<file path="src/hw/rtl/hfcc_pkg.sv">
// Package of the humidity frame check and convert block: types, codes and constants.
// Depends on nothing; used by every RTL module of the block.
`default_nettype none

package hfcc_pkg;

    localparam int QUEUE_DEPTH = 2;

    typedef enum logic [1:0] {
        ST_OK       = 2'd0,
        ST_TEMP_BAD = 2'd1,
        ST_HUM_BAD  = 2'd2
    } t_status;

    typedef struct packed {
        t_status     status;
        logic [15:0] raw_temperature;
        logic [15:0] raw_humidity;
    } t_job;

    typedef enum logic [1:0] {
        BK_IDLE,
        BK_MUL,
        BK_DIV,
        BK_DONE
    } t_back_state;

    typedef enum logic [1:0] {
        CV_FAHRENHEIT = 2'd0,
        CV_CELSIUS    = 2'd1,
        CV_HUMIDITY   = 2'd2
    } t_conv;

    localparam logic [30:0] ROUND_BIAS  = 31'd32767;
    localparam logic [16:0] FULL_SCALE  = 17'd65535;
    localparam logic [15:0] F_OFFSET    = 16'd4900;
    localparam logic [14:0] C_OFFSET    = 15'd4500;
    localparam logic [14:0] HUM_MAX     = 15'd10000;

    function automatic logic [14:0] scale_k(input t_conv sel);
        logic [14:0] k;
        case (sel)
            CV_FAHRENHEIT: k = 15'd31500;
            CV_CELSIUS:    k = 15'd17500;
            CV_HUMIDITY:   k = 15'd10000;
            default:       k = 15'd0;
        endcase
        return k;
    endfunction

endpackage

`default_nettype wire

</file>
<file path="src/hw/rtl/hfcc_if.sv">
// Channel interfaces of the humidity frame block: received bytes and results.
// Depends on nothing.
`default_nettype none

interface hfcc_byte_if;
    logic       valid;
    logic       ready;
    logic [7:0] rx_byte;
    logic       frame_start;

    modport source(output valid, rx_byte, frame_start, input ready);
    modport sink(input valid, rx_byte, frame_start, output ready);
endinterface

interface hfcc_res_if;
    logic               valid;
    logic               ready;
    logic        [1:0]  status;
    logic        [15:0] raw_temperature;
    logic        [15:0] raw_humidity;
    logic signed [15:0] temp_f_centi;
    logic signed [14:0] temp_c_centi;
    logic        [13:0] humidity_centi;

    modport source(output valid, status, raw_temperature, raw_humidity, temp_f_centi,
                   temp_c_centi, humidity_centi, input ready);
    modport sink(input valid, status, raw_temperature, raw_humidity, temp_f_centi,
                 temp_c_centi, humidity_centi, output ready);
endinterface

`default_nettype wire

</file>
<file path="src/hw/rtl/humidity_frame_check_convert.sv">
// Top level of the humidity frame block: front end, job queue and conversion back end.
// Depends on hfcc_pkg, hfcc_if, hfcc_front, hfcc_queue and hfcc_back.
//
// The block takes the six bytes of a sensor measurement reply, one byte per transaction,
// checks the CRC-8 of the temperature and humidity words and gives one result per reply.
// The byte input takes one transaction per cycle while the queue has room. The back end
// loads each job in its idle state, runs each of the three conversions through the one
// shared 15 by 16 bit multiplier and its divide-by-65535 correction, and holds the result
// until it is taken; only then does it take the next job. The queue lets the next reply's
// bytes arrive while a result waits.
`default_nettype none

module humidity_frame_check_convert #(
    parameter int QUEUE_DEPTH = hfcc_pkg::QUEUE_DEPTH
) (
    input  wire        i_clk,
    input  wire        i_rst_n,
    hfcc_byte_if.sink  i_byte,
    hfcc_res_if.source o_result
);
    import hfcc_pkg::*;

    logic push_valid;
    t_job push_job;
    logic full;
    logic pop_valid;
    logic pop_ready;
    t_job pop_job;

    hfcc_front u_front (
        .i_clk        (i_clk),
        .i_rst_n      (i_rst_n),
        .i_byte       (i_byte),
        .i_full       (full),
        .o_push_valid (push_valid),
        .o_push_job   (push_job)
    );

    hfcc_queue #(
        .DEPTH (QUEUE_DEPTH)
    ) u_queue (
        .i_clk        (i_clk),
        .i_rst_n      (i_rst_n),
        .i_push_valid (push_valid),
        .i_push_job   (push_job),
        .o_full       (full),
        .o_pop_valid  (pop_valid),
        .i_pop_ready  (pop_ready),
        .o_pop_job    (pop_job)
    );

    hfcc_back u_back (
        .i_clk       (i_clk),
        .i_rst_n     (i_rst_n),
        .i_job_valid (pop_valid),
        .o_job_ready (pop_ready),
        .i_job       (pop_job),
        .o_result    (o_result)
    );

endmodule

`default_nettype wire

</file>
<file path="src/hw/rtl/hfcc_front.sv">
// Front end: tracks the frame position, checks both CRC-8 bytes and collects the words.
// Depends on hfcc_pkg and hfcc_if; pushes one job per frame into the queue.
`default_nettype none

module hfcc_front (
    input  wire            i_clk,
    input  wire            i_rst_n,
    hfcc_byte_if.sink      i_byte,
    input  wire            i_full,
    output logic           o_push_valid,
    output hfcc_pkg::t_job o_push_job
);
    import hfcc_pkg::*;

    localparam logic [2:0] POS_T_HI  = 3'd0;
    localparam logic [2:0] POS_T_LO  = 3'd1;
    localparam logic [2:0] POS_T_CRC = 3'd2;
    localparam logic [2:0] POS_H_HI  = 3'd3;
    localparam logic [2:0] POS_H_LO  = 3'd4;
    localparam logic [2:0] POS_H_CRC = 3'd5;
    localparam logic [7:0] CRC_INIT  = 8'hFF;
    localparam logic [7:0] CRC_POLY  = 8'h31;

    function automatic logic [7:0] crc_feed(input logic [7:0] crc, input logic [7:0] b);
        logic [7:0] c;
        c = crc ^ b;
        for (int k = 0; k < 8; k++) begin
            c = c[7] ? ((c << 1) ^ CRC_POLY) : (c << 1);
        end
        return c;
    endfunction

    logic [2:0]  r_pos, n_pos;
    logic [7:0]  r_crc, n_crc;
    logic [15:0] r_tw, n_tw;
    logic [15:0] r_hw, n_hw;
    logic        r_t_ok, n_t_ok;
    logic [2:0]  pos;
    logic [7:0]  crc_in;
    logic        accept;

    assign i_byte.ready = !i_full;
    assign accept = i_byte.valid && !i_full;
    assign pos = (i_byte.frame_start || r_pos > POS_H_CRC) ? POS_T_HI : r_pos;
    assign crc_in = (pos == POS_T_HI || pos == POS_H_HI) ? CRC_INIT : r_crc;

    always_comb begin
        n_pos  = r_pos;
        n_crc  = r_crc;
        n_tw   = r_tw;
        n_hw   = r_hw;
        n_t_ok = r_t_ok;
        if (accept) begin
            case (pos)
                POS_T_HI: begin
                    n_tw[15:8] = i_byte.rx_byte;
                    n_crc = crc_feed(crc_in, i_byte.rx_byte);
                    n_pos = POS_T_LO;
                end
                POS_T_LO: begin
                    n_tw[7:0] = i_byte.rx_byte;
                    n_crc = crc_feed(crc_in, i_byte.rx_byte);
                    n_pos = POS_T_CRC;
                end
                POS_T_CRC: begin
                    n_t_ok = (crc_in == i_byte.rx_byte);
                    n_crc = crc_in;
                    n_pos = POS_H_HI;
                end
                POS_H_HI: begin
                    n_hw[15:8] = i_byte.rx_byte;
                    n_crc = crc_feed(crc_in, i_byte.rx_byte);
                    n_pos = POS_H_LO;
                end
                POS_H_LO: begin
                    n_hw[7:0] = i_byte.rx_byte;
                    n_crc = crc_feed(crc_in, i_byte.rx_byte);
                    n_pos = POS_H_CRC;
                end
                default: begin
                    n_crc = CRC_INIT;
                    n_pos = POS_T_HI;
                end
            endcase
        end
    end

    always_comb begin
        o_push_valid = accept && (pos == POS_H_CRC);
        o_push_job.raw_temperature = r_tw;
        o_push_job.raw_humidity = r_hw;
        if (!r_t_ok) begin
            o_push_job.status = ST_TEMP_BAD;
        end else if (crc_in != i_byte.rx_byte) begin
            o_push_job.status = ST_HUM_BAD;
        end else begin
            o_push_job.status = ST_OK;
        end
    end

    always_ff @(posedge i_clk) begin
        if (!i_rst_n) begin
            r_pos  <= POS_T_HI;
            r_crc  <= CRC_INIT;
            r_tw   <= '0;
            r_hw   <= '0;
            r_t_ok <= 1'b0;
        end else begin
            r_pos  <= n_pos;
            r_crc  <= n_crc;
            r_tw   <= n_tw;
            r_hw   <= n_hw;
            r_t_ok <= n_t_ok;
        end
    end

endmodule

`default_nettype wire

</file>
<file path="src/hw/rtl/hfcc_queue.sv">
// Short job queue between the front end and the conversion back end.
// Depends on hfcc_pkg for the job type.
`default_nettype none

module hfcc_queue #(
    parameter int DEPTH = hfcc_pkg::QUEUE_DEPTH
) (
    input  wire            i_clk,
    input  wire            i_rst_n,
    input  wire            i_push_valid,
    input  hfcc_pkg::t_job i_push_job,
    output logic           o_full,
    output logic           o_pop_valid,
    input  wire            i_pop_ready,
    output hfcc_pkg::t_job o_pop_job
);
    import hfcc_pkg::*;

    localparam int PTR_W = $clog2(DEPTH);
    localparam int CNT_W = $clog2(DEPTH + 1);

    t_job             r_mem [DEPTH];
    logic [PTR_W-1:0] r_wr_ptr, n_wr_ptr;
    logic [PTR_W-1:0] r_rd_ptr, n_rd_ptr;
    logic [CNT_W-1:0] r_count, n_count;
    logic             push;
    logic             pop;

    assign o_full      = (r_count == CNT_W'(DEPTH));
    assign o_pop_valid = (r_count != '0);
    assign o_pop_job   = r_mem[r_rd_ptr];
    assign push        = i_push_valid && !o_full;
    assign pop         = o_pop_valid && i_pop_ready;

    always_comb begin
        n_wr_ptr = r_wr_ptr;
        n_rd_ptr = r_rd_ptr;
        n_count  = r_count;
        if (push) begin
            n_wr_ptr = (r_wr_ptr == PTR_W'(DEPTH - 1)) ? '0 : r_wr_ptr + 1'b1;
        end
        if (pop) begin
            n_rd_ptr = (r_rd_ptr == PTR_W'(DEPTH - 1)) ? '0 : r_rd_ptr + 1'b1;
        end
        if (push && !pop) begin
            n_count = r_count + 1'b1;
        end else if (pop && !push) begin
            n_count = r_count - 1'b1;
        end
    end

    always_ff @(posedge i_clk) begin
        if (push) begin
            r_mem[r_wr_ptr] <= i_push_job;
        end
    end

    always_ff @(posedge i_clk) begin
        if (!i_rst_n) begin
            r_wr_ptr <= '0;
            r_rd_ptr <= '0;
            r_count  <= '0;
        end else begin
            r_wr_ptr <= n_wr_ptr;
            r_rd_ptr <= n_rd_ptr;
            r_count  <= n_count;
        end
    end

endmodule

`default_nettype wire

</file>
<file path="src/hw/rtl/hfcc_back.sv">
// Back end: converts the raw words with one shared multiplier and holds the result.
// Depends on hfcc_pkg and hfcc_if; pops jobs from the queue.
`default_nettype none

module hfcc_back (
    input  wire            i_clk,
    input  wire            i_rst_n,
    input  wire            i_job_valid,
    output logic           o_job_ready,
    input  hfcc_pkg::t_job i_job,
    hfcc_res_if.source     o_result
);
    import hfcc_pkg::*;

    t_back_state r_state, n_state;
    t_conv       r_conv, n_conv;
    t_job        r_job;
    logic [30:0] r_prod;
    logic [15:0] r_tf;
    logic [14:0] r_tc;
    logic [13:0] r_hum;
    logic [15:0] raw_sel;
    logic [14:0] q0;
    logic [16:0] rem;
    logic [14:0] quot;

    assign raw_sel = (r_conv == CV_HUMIDITY) ? r_job.raw_humidity : r_job.raw_temperature;

    // The quotient by 65535 is the upper half plus a correction of at most one.
    assign q0   = r_prod[30:16];
    assign rem  = {1'b0, r_prod[15:0]} + 17'(q0);
    assign quot = q0 + 15'(rem >= FULL_SCALE);

    always_comb begin
        n_state = r_state;
        n_conv  = r_conv;
        case (r_state)
            BK_IDLE: begin
                if (i_job_valid) begin
                    n_state = BK_MUL;
                    n_conv  = CV_FAHRENHEIT;
                end
            end
            BK_MUL: n_state = BK_DIV;
            BK_DIV: begin
                case (r_conv)
                    CV_FAHRENHEIT: begin
                        n_conv  = CV_CELSIUS;
                        n_state = BK_MUL;
                    end
                    CV_CELSIUS: begin
                        n_conv  = CV_HUMIDITY;
                        n_state = BK_MUL;
                    end
                    default: n_state = BK_DONE;
                endcase
            end
            BK_DONE: begin
                if (o_result.ready) begin
                    n_state = BK_IDLE;
                end
            end
            default: n_state = BK_IDLE;
        endcase
    end

    always_comb begin
        o_job_ready                 = (r_state == BK_IDLE);
        o_result.valid              = (r_state == BK_DONE);
        o_result.status             = r_job.status;
        o_result.raw_temperature    = r_job.raw_temperature;
        o_result.raw_humidity       = r_job.raw_humidity;
        o_result.temp_f_centi       = r_tf;
        o_result.temp_c_centi       = r_tc;
        o_result.humidity_centi     = r_hum;
    end

    always_ff @(posedge i_clk) begin
        if (r_state == BK_IDLE && i_job_valid) begin
            r_job <= i_job;
        end
        if (r_state == BK_MUL) begin
            r_prod <= 31'(scale_k(r_conv)) * 31'(raw_sel) + ROUND_BIAS;
        end
        if (r_state == BK_DIV) begin
            case (r_conv)
                CV_FAHRENHEIT: r_tf <= {1'b0, quot} - F_OFFSET;
                CV_CELSIUS:    r_tc <= quot - C_OFFSET;
                default:       r_hum <= (quot > HUM_MAX) ? HUM_MAX[13:0] : quot[13:0];
            endcase
        end
    end

    always_ff @(posedge i_clk) begin
        if (!i_rst_n) begin
            r_state <= BK_IDLE;
            r_conv  <= CV_FAHRENHEIT;
        end else begin
            r_state <= n_state;
            r_conv  <= n_conv;
        end
    end

endmodule

`default_nettype wire

</file>
<file path="src/flat_wrapper.sv">
// flat-port wrapper written by rule: the top's interface ports become plain ports
module humidity_frame_check_convert_flat import hfcc_pkg::*;
#(
    parameter int QUEUE_DEPTH = hfcc_pkg::QUEUE_DEPTH
)
  (i_clk, i_rst_n, i_byte_valid, i_byte_rx_byte, i_byte_frame_start, i_byte_ready, o_result_valid, o_result_status, o_result_raw_temperature, o_result_raw_humidity, o_result_temp_f_centi, o_result_temp_c_centi, o_result_humidity_centi, o_result_ready);
  hfcc_byte_if i_byte_i ();
  hfcc_res_if o_result_i ();
  input  wire i_clk;
  input  wire i_rst_n;
  input wire logic [$bits(i_byte_i.valid)-1:0] i_byte_valid;
  input wire logic [$bits(i_byte_i.rx_byte)-1:0] i_byte_rx_byte;
  input wire logic [$bits(i_byte_i.frame_start)-1:0] i_byte_frame_start;
  output wire logic [$bits(i_byte_i.ready)-1:0] i_byte_ready;
  output wire logic [$bits(o_result_i.valid)-1:0] o_result_valid;
  output wire logic [$bits(o_result_i.status)-1:0] o_result_status;
  output wire logic [$bits(o_result_i.raw_temperature)-1:0] o_result_raw_temperature;
  output wire logic [$bits(o_result_i.raw_humidity)-1:0] o_result_raw_humidity;
  output wire logic [$bits(o_result_i.temp_f_centi)-1:0] o_result_temp_f_centi;
  output wire logic [$bits(o_result_i.temp_c_centi)-1:0] o_result_temp_c_centi;
  output wire logic [$bits(o_result_i.humidity_centi)-1:0] o_result_humidity_centi;
  input wire logic [$bits(o_result_i.ready)-1:0] o_result_ready;
  assign i_byte_i.valid = i_byte_valid;
  assign i_byte_i.rx_byte = i_byte_rx_byte;
  assign i_byte_i.frame_start = i_byte_frame_start;
  assign i_byte_ready = i_byte_i.ready;
  assign o_result_valid = o_result_i.valid;
  assign o_result_status = o_result_i.status;
  assign o_result_raw_temperature = o_result_i.raw_temperature;
  assign o_result_raw_humidity = o_result_i.raw_humidity;
  assign o_result_temp_f_centi = o_result_i.temp_f_centi;
  assign o_result_temp_c_centi = o_result_i.temp_c_centi;
  assign o_result_humidity_centi = o_result_i.humidity_centi;
  assign o_result_i.ready = o_result_ready;
  humidity_frame_check_convert #(.QUEUE_DEPTH(QUEUE_DEPTH)) u_core (.i_clk(i_clk), .i_rst_n(i_rst_n), .i_byte(i_byte_i), .o_result(o_result_i));
endmodule
</file>
<file path="config.mk">
export PLATFORM = sky130hd
export DESIGN_NAME = humidity_frame_check_convert_flat
export DESIGN_NICKNAME = d
export VERILOG_FILES = /design/src/hw/rtl/hfcc_pkg.sv /design/src/hw/rtl/hfcc_if.sv /design/src/hw/rtl/humidity_frame_check_convert.sv /design/src/hw/rtl/hfcc_front.sv /design/src/hw/rtl/hfcc_queue.sv /design/src/hw/rtl/hfcc_back.sv /design/src/flat_wrapper.sv
export SDC_FILE = /design/constraint.sdc
export NUM_CORES = 1
export LEC_CHECK = 0
export BUFFER_PORTS_ARGS = -buffer_cell sky130_fd_sc_hd__buf_2
export CORE_AREA = 2 2 213 215
export CTS_CLUSTER_DIAMETER = 60
export DETAILED_ROUTE_END_ITERATION = 7
export DIE_AREA = 0 0 215 217
export RECOVER_POWER = 50
export SLEW_MARGIN = 30
export SYNTH_ARGS = -nofsm -noshare
export SYNTH_HDL_FRONTEND = slang
export SYNTH_SLANG_ARGS = --single-unit
</file>
<file path="constraint.sdc">
create_clock -name i_clk -period 6.65 [get_ports i_clk]
set_input_delay 0.665 -clock i_clk [delete_from_list [all_inputs] [get_ports i_clk]]
set_output_delay 0.665 -clock i_clk [all_outputs]
set_load 0.01 [all_outputs]
</file>
# --- Word level (Yosys, flattened, before mapping) ---
# Memory sizes are Yosys's and may differ from the RTL's. A register that Yosys moved wholly into a read port is not among the register bits.
# Cells that the tools add are included.
# W data, S select, Z words.
classes:
  n_addsub: 9
  n_mul: 1
  order_cmp: 3
  eq_ne: 16
  muxes: 30
  n_bitwise: 10
  n_reduce_logical: 29
ops:
  columns: ["cell", "count"]
  rows:
  - ["$mux W6", 8]
  - ["$pmux W15 S3", 1]
  - ["$add A31 B15 Y31 const B", 1]
  - ["$mul A15 B16 Y31", 1]
  - ["$not A3 Y3", 8]
  - ["$reduce_and A2 Y1", 9]
  - ["$add A16 B15 Y17", 1]
  - ["$ge A17 B16 Y1 const B", 1]
  - ["$mux W16", 1]
  - ["$mux W2", 8]
  - ["$pmux W8 S2", 1]
  - ["$sub A15 B13 Y16 const B", 1]
  - ["$add A15 B1 Y15", 1]
  - ["$gt A15 B14 Y1 const B", 1]
  - ["$mux W15", 1]
  - ["$pmux W3 S5", 1]
  - ["$sub A15 B13 Y15 const B", 1]
  - ["$eq A2 B2 Y1 const B", 4]
  - ["$eq A8 B8 Y1", 1]
  - ["$mux W8", 1]
  - ["$ne A8 B8 Y1", 1]
  - ["$pmux W2 S2", 2]
  - ["$pmux W2 S4", 1]
  - ["$xor A8 B8 Y8", 1]
  - ["23 further kinds", 41]
totals:
  ff_bits: 128
  ram_bits: 68
  in_bits: 13
  out_inout_bits: 81
  elab_cells: 115
  mem_count: 1
mem_list:
  columns: ["name", "words", "word_bits", "rd", "rd_clocked_by_memory_dff", "wr", "line", "source"]
  rows:
  - ["u_core.u_queue.r_mem", 2, 34, 1, 1, 1, "hfcc_queue.sv:22", "t_job r_mem [DEPTH];"]

# --- Logic depth before layout (Yosys ltp) ---
logic_depth:
  word_depth: 24
  mapped_depth: 26
  depth_no_buf: 25

# --- By module ---
# Synthesis repeated with hierarchy kept, for this count alone.
unflattened:
  hier_cells: 1485
  area_unflattened_um2: 16773.6
modules_own_cells:
  columns: ["module", "n_inst", "cells_per_inst", "area_per_inst_um2", "seq_area_each_um2"]
  rows:
  - ["hfcc_back", 1, 1125, 11857.6, 3323.2]
  - ["hfcc_queue", 1, 131, 2688.8, 2142.1]
  - ["hfcc_front", 1, 229, 2227.1, 880.8]

# --- Worst setup path before layout ---
# Ideal clock, no wire load.
synth_timing:
  path_type: "reg2reg"
  start: "register u_core.u_back.r_conv[0]"
  end: "register u_core.u_back.r_prod[30] (data pin)"
  setup_time_ps: 260
  t_arrival_ps: 6562
  required_time_ps: 6390
  path_slack_ps: -172
  stages_incl_launch_ff: 25
  path_buffers: 2
  period_less_slack_ps: 6822
  cell_sequence: "dfxtp_1 > inv_1 > ha_1 > clkbuf_1 > buf_1 > mux2i_1 > nand2b_1 > fa_1 > fa_1 > inv_1 > fa_1 > fa_1 > fa_1 > inv_1 > fa_1 > inv_1 > ha_1 > o21ai_0 > o21ai_0 > a21o_1 > a2bb2oi_1 > o21ai_0 > a31o_2 > a21oi_1 > xnor2_1"
synth_between:
  elab_chain_cells: 5
  word_cells_on_any_way: 8
  classes_between: "add/sub (1); mul (1); eq/ne (2); mux (3); reduce/logical (1)"
synth_rtl:
  columns: ["item", "line", "source"]
  rows:
  - ["start, declared", "hfcc_back.sv:16", "t_conv r_conv, n_conv;"]
  - ["start signal, assigned", "hfcc_back.sv:100", "r_conv <= n_conv;"]
  - ["$eq A2 B2 Y1 (tied with other cells)", "hfcc_pkg.sv:42, hfcc_back.sv:27", null]
  - ["$pmux W15 S3", "hfcc_pkg.sv:42", "case (sel)"]
  - ["$mux W15", "hfcc_back.sv:82", "if (r_state == BK_MUL) begin"]
  - ["$mul A15 B16 Y31 (*)", "hfcc_back.sv:83", "r_prod <= 31'(scale_k(r_conv)) * 31'(raw_sel) + ROUND_BIAS;"]
  - ["$add A31 B15 Y31 (*)", "hfcc_back.sv:83", null]
  - ["end signal, assigned", "hfcc_back.sv:83", null]
  - ["end, declared", "hfcc_back.sv:18", "logic [30:0] r_prod;"]
# Every way passes the cells marked *; elsewhere a longest branch is shown, timed or not. The select of a mux whose other input is x is not followed.
# A chain may end at the register's enable or synchronous reset.

# --- Final worst setup path ---
layout_timing:
  start: "register u_core.u_back.r_conv[0]"
  end: "register u_core.u_back.r_prod[29] (data pin)"
# The elaborated chain is that of the path after synthesis.

==> metrics.cfg <==
[sta]
finalSetupViolCount=0
layout_min_cycle_time_ns=6.37
rsz0062_at_grt=no
clock.fmax_mhz=157
final_hold_viol_count=0
worst_pin_slew_ns=2.26
fin_setup_tns_ns=0
post-route-period-util_pct=95.8
slew_viol_final=156
clock_skew_ns=0.0128
max_slew_margin_pct=-50.9
setup_slack_ns=0.279

[logic_synthesis]
synth_top_area_share_pct=32.5
yosysTopAreaCell=edfxtp_1
synth-main-ff-cell=edfxtp_1
synth.most_common_cell=inv_1
syn_avg_cell_area_sq_um=11.5
netlist_instances=1419
yosysWarningCount=0
synth_area_leaders=edfxtp_1 (32%), fa_1 (16%), ha_1 (12%), dfxtp_1 (6.4%), inv_1 (4.8%)
synth_seq_cells=228
syn_area_sq_um=16300
async_flop_share_pct=0
yosysUniqueCellTypes=65
synth_edf_count=176
syn-num-nets=1715
synth_common_cells=inv_1 (210), edfxtp_1 (176), ha_1 (155)
ys_seq_area_share_pct=38.9

[setup_path]
cp_slowest_cell=fa_1
crit_fanout=11
critical_path_class=register to register
max_stage_delay_ns=0.54
r2r-end=u_core.u_back.r_prod[29]$_DFFE_PN_
worstRegToRegCells=23
path_cells=inv_2 > ha_4 > buf_12 > mux2_2 > nand2_1 > fa_1 > inv_1 > fa_1 > fa_1 > fa_1 > fa_1 > inv_1 > fa_1 > inv_1 > ha_1 > a21o_1 > a211oi_2 > o2111ai_2 > nand2_2 > o211ai_1 > a31oi_1 > o21bai_1 > xor2_1
crit_required_ns=6.95
crit_family=adder cells
critPathArrivalTime_ns=6.67
cp-end-kind=register
path_common_cell=fa_1
cp-start-kind=register
rr_startpoint=u_core.u_back.r_conv[0]$_SDFFE_PN0P_
r2r_setup_slack_ns=0.28
path_buf_inv=5

[cts]
clkTransAtPathRegs_ns=0.06
htree_num_levels=1
root_buffer=clkbuf_16
tritoncts=yes
cts_max_path_buffers=3
hold_buffers=0
cts_buffers=26
clock_sinks=228
clk_latency_ns=0.56

[grt]
grt_antenna_before_repair=0
grt_max_degree=54
grt_pass1_vias=10800
grt_pass1_wl_um=58100
grt-ovfl-total=0
grt_usage_pct=15.8

[run]
cap_viol_max_count=4

[placement]
dp_cells=2130
dpl.hpwl_um=29400
io_buffers=93
gp_congestion=0.859
dp_slack_ns=-0.00637

[die]
core_sq_um=44700
rows=78
die-area_sq_um=46700
die_h_um=217
io_pins=94
die_w_um=215
start_util_pct=36.4

[routing]
drt-initial-drc-count=477
dr.pass1.iters=5
dr_total_vias=10300
ant_nets=0
drcViolationCount=0
wl_um=37000
drt-wirelength-per-cell_um=17.0
via_per_inst=4.71

[finish]
layoutNonFillerInstCount=2180
layout.nets=1856
drive_gt1_share_pct=14.4
n_antenna_cell=0
syn_to_final_growth_pct=15.1
final_util_pct=41.9

[min_path]
whs_path_depth=0
hp-start=u_core.u_front.r_tw[5]$_SDFFE_PN0P_
whs_endpoint=u_core.u_queue.r_mem[1][21]$_DFFE_PP_
worst_hold_path_type=register to register

[outcome]
status=finished, violations left
violations=capacitance limit, slew limit

worst register-to-register path, delay by kind of cell, from the launching register on:
kind | cells | cell delay (ns)
AO/OA/AOI/OAI | 6 | 1.09
adder cells (fa/ha/maj) | 8 | 3.48
buffers and inverters | 5 | 0.45
AND/OR/NAND/NOR | 2 | 0.26
multiplexers | 1 | 0.39
flip-flops | 1 | 0.31
XOR/XNOR | 1 | 0.15
how the worst max path moves through the flow:
stage	start	endpoint	slack, ns	cells after the start
6_report	u_core.u_back.r_conv[0]$_SDFFE_PN0P_	u_core.u_back.r_prod[29]$_DFFE_PN_	0.28	23
3_3_place_gp	u_core.u_back.r_conv[1]$_SDFFE_PN0P_	u_core.u_back.r_prod[30]$_DFFE_PN_	0.09	24
2_1_floorplan	u_core.u_back.r_conv[0]$_SDFFE_PN0P_	u_core.u_back.r_prod[30]$_DFFE_PN_	0.03	24
4_1_cts	u_core.u_back.r_conv[1]$_SDFFE_PN0P_	u_core.u_back.r_prod[30]$_DFFE_PN_	0.03	24
5_1_grt	u_core.u_back.r_conv[0]$_SDFFE_PN0P_	u_core.u_back.r_prod[26]$_DFFE_PN_	0.0006	26
3_5_place_dp	u_core.u_back.r_conv[1]$_SDFFE_PN0P_	u_core.u_back.r_prod[30]$_DFFE_PN_	-0.006	24
state kept, by name, indices dropped and copies added (netlist names), 3 cells and up:
signal,count
u_core.u_back.o_result.raw_humidity,16
u_core.u_front.r_hw,16
u_core.u_back.r_prod,29
u_core.u_back.o_result.humidity_centi,14
u_core.u_queue.r_mem,68
u_core.u_back.o_result.raw_temperature,16
u_core.u_front.r_crc,8
u_core.u_front.r_tw,16
u_core.u_back.o_result.temp_c_centi,15
u_core.u_front.r_pos,3
u_core.u_back.o_result.temp_f_centi,16
layout make-up:
class / instances / area [sq um]
Multi-Input combinational cell: 944 / 9170
Inverter: 210 / 788
Clock buffer: 29 / 672
Timing Repair Buffer: 150 / 836
Clock inverter: 19 / 181
Tap cell: 600 / 751
Sequential cell: 228 / 6330
Fill cell: 4384 / 26000
kinds of logic after synthesis:
group                      count (synthesis)  synth area share, %
DFF                                      228                 38.9
muxes                                     89                 5.80
adders and majority gates                283                 27.7
buffers and inverters                    247                 5.78
and+or+nand+nor                          316                 9.88
AOI/OAI and AO/OA                        154                 6.16
xor gates and xnor gates                 102                 5.84
layout by cell type (no fill, tap or decap), types with 44 or more instances in the layout:
cell type and instances:
nand2_1 64, buf_4 50, xnor2_1 59, inv_1 208, edfxtp_1 176, a21oi_1 44, ha_1 152, fa_1 128
nor2b_1 57, nor2_1 65, clkbuf_1 62, dfxtp_1 51
layer usage:
metal | track usage [%] | wire length [um] | vias to the layer above
met5 | 0 | 0 | -
met3 | 2.43 | 1320 | 50
li1 | - | - | 5073
met1 | 18.6 | 15600 | 4985
met4 | 3.98 | 783 | 0
met2 | 29.8 | 19200 | 157
metrics by stage:
step / hold slack (ns) / instance area (sq um)
global route: 0.469 / 18700
global placement: 0.430 / 17800
floorplan: 0.425 / 16300
detailed placement: 0.441 / 17800
CTS: 0.445 / 18600
finish: 0.452 / 18700
repair_timing:
| action | CTS | global route |
|---|---|---|
| cloned | 0 | 1 |
| resized for setup | 1 | 37 |
| pin swaps | 0 | 1 |
| endpoints found under the setup margin | 2 | 10 |
| setup buffers | 0 | 0 |
Power is left out: the tool's default activity adds up to more than one toggle a clock period on the data nets, which glitch-free logic cannot reach.
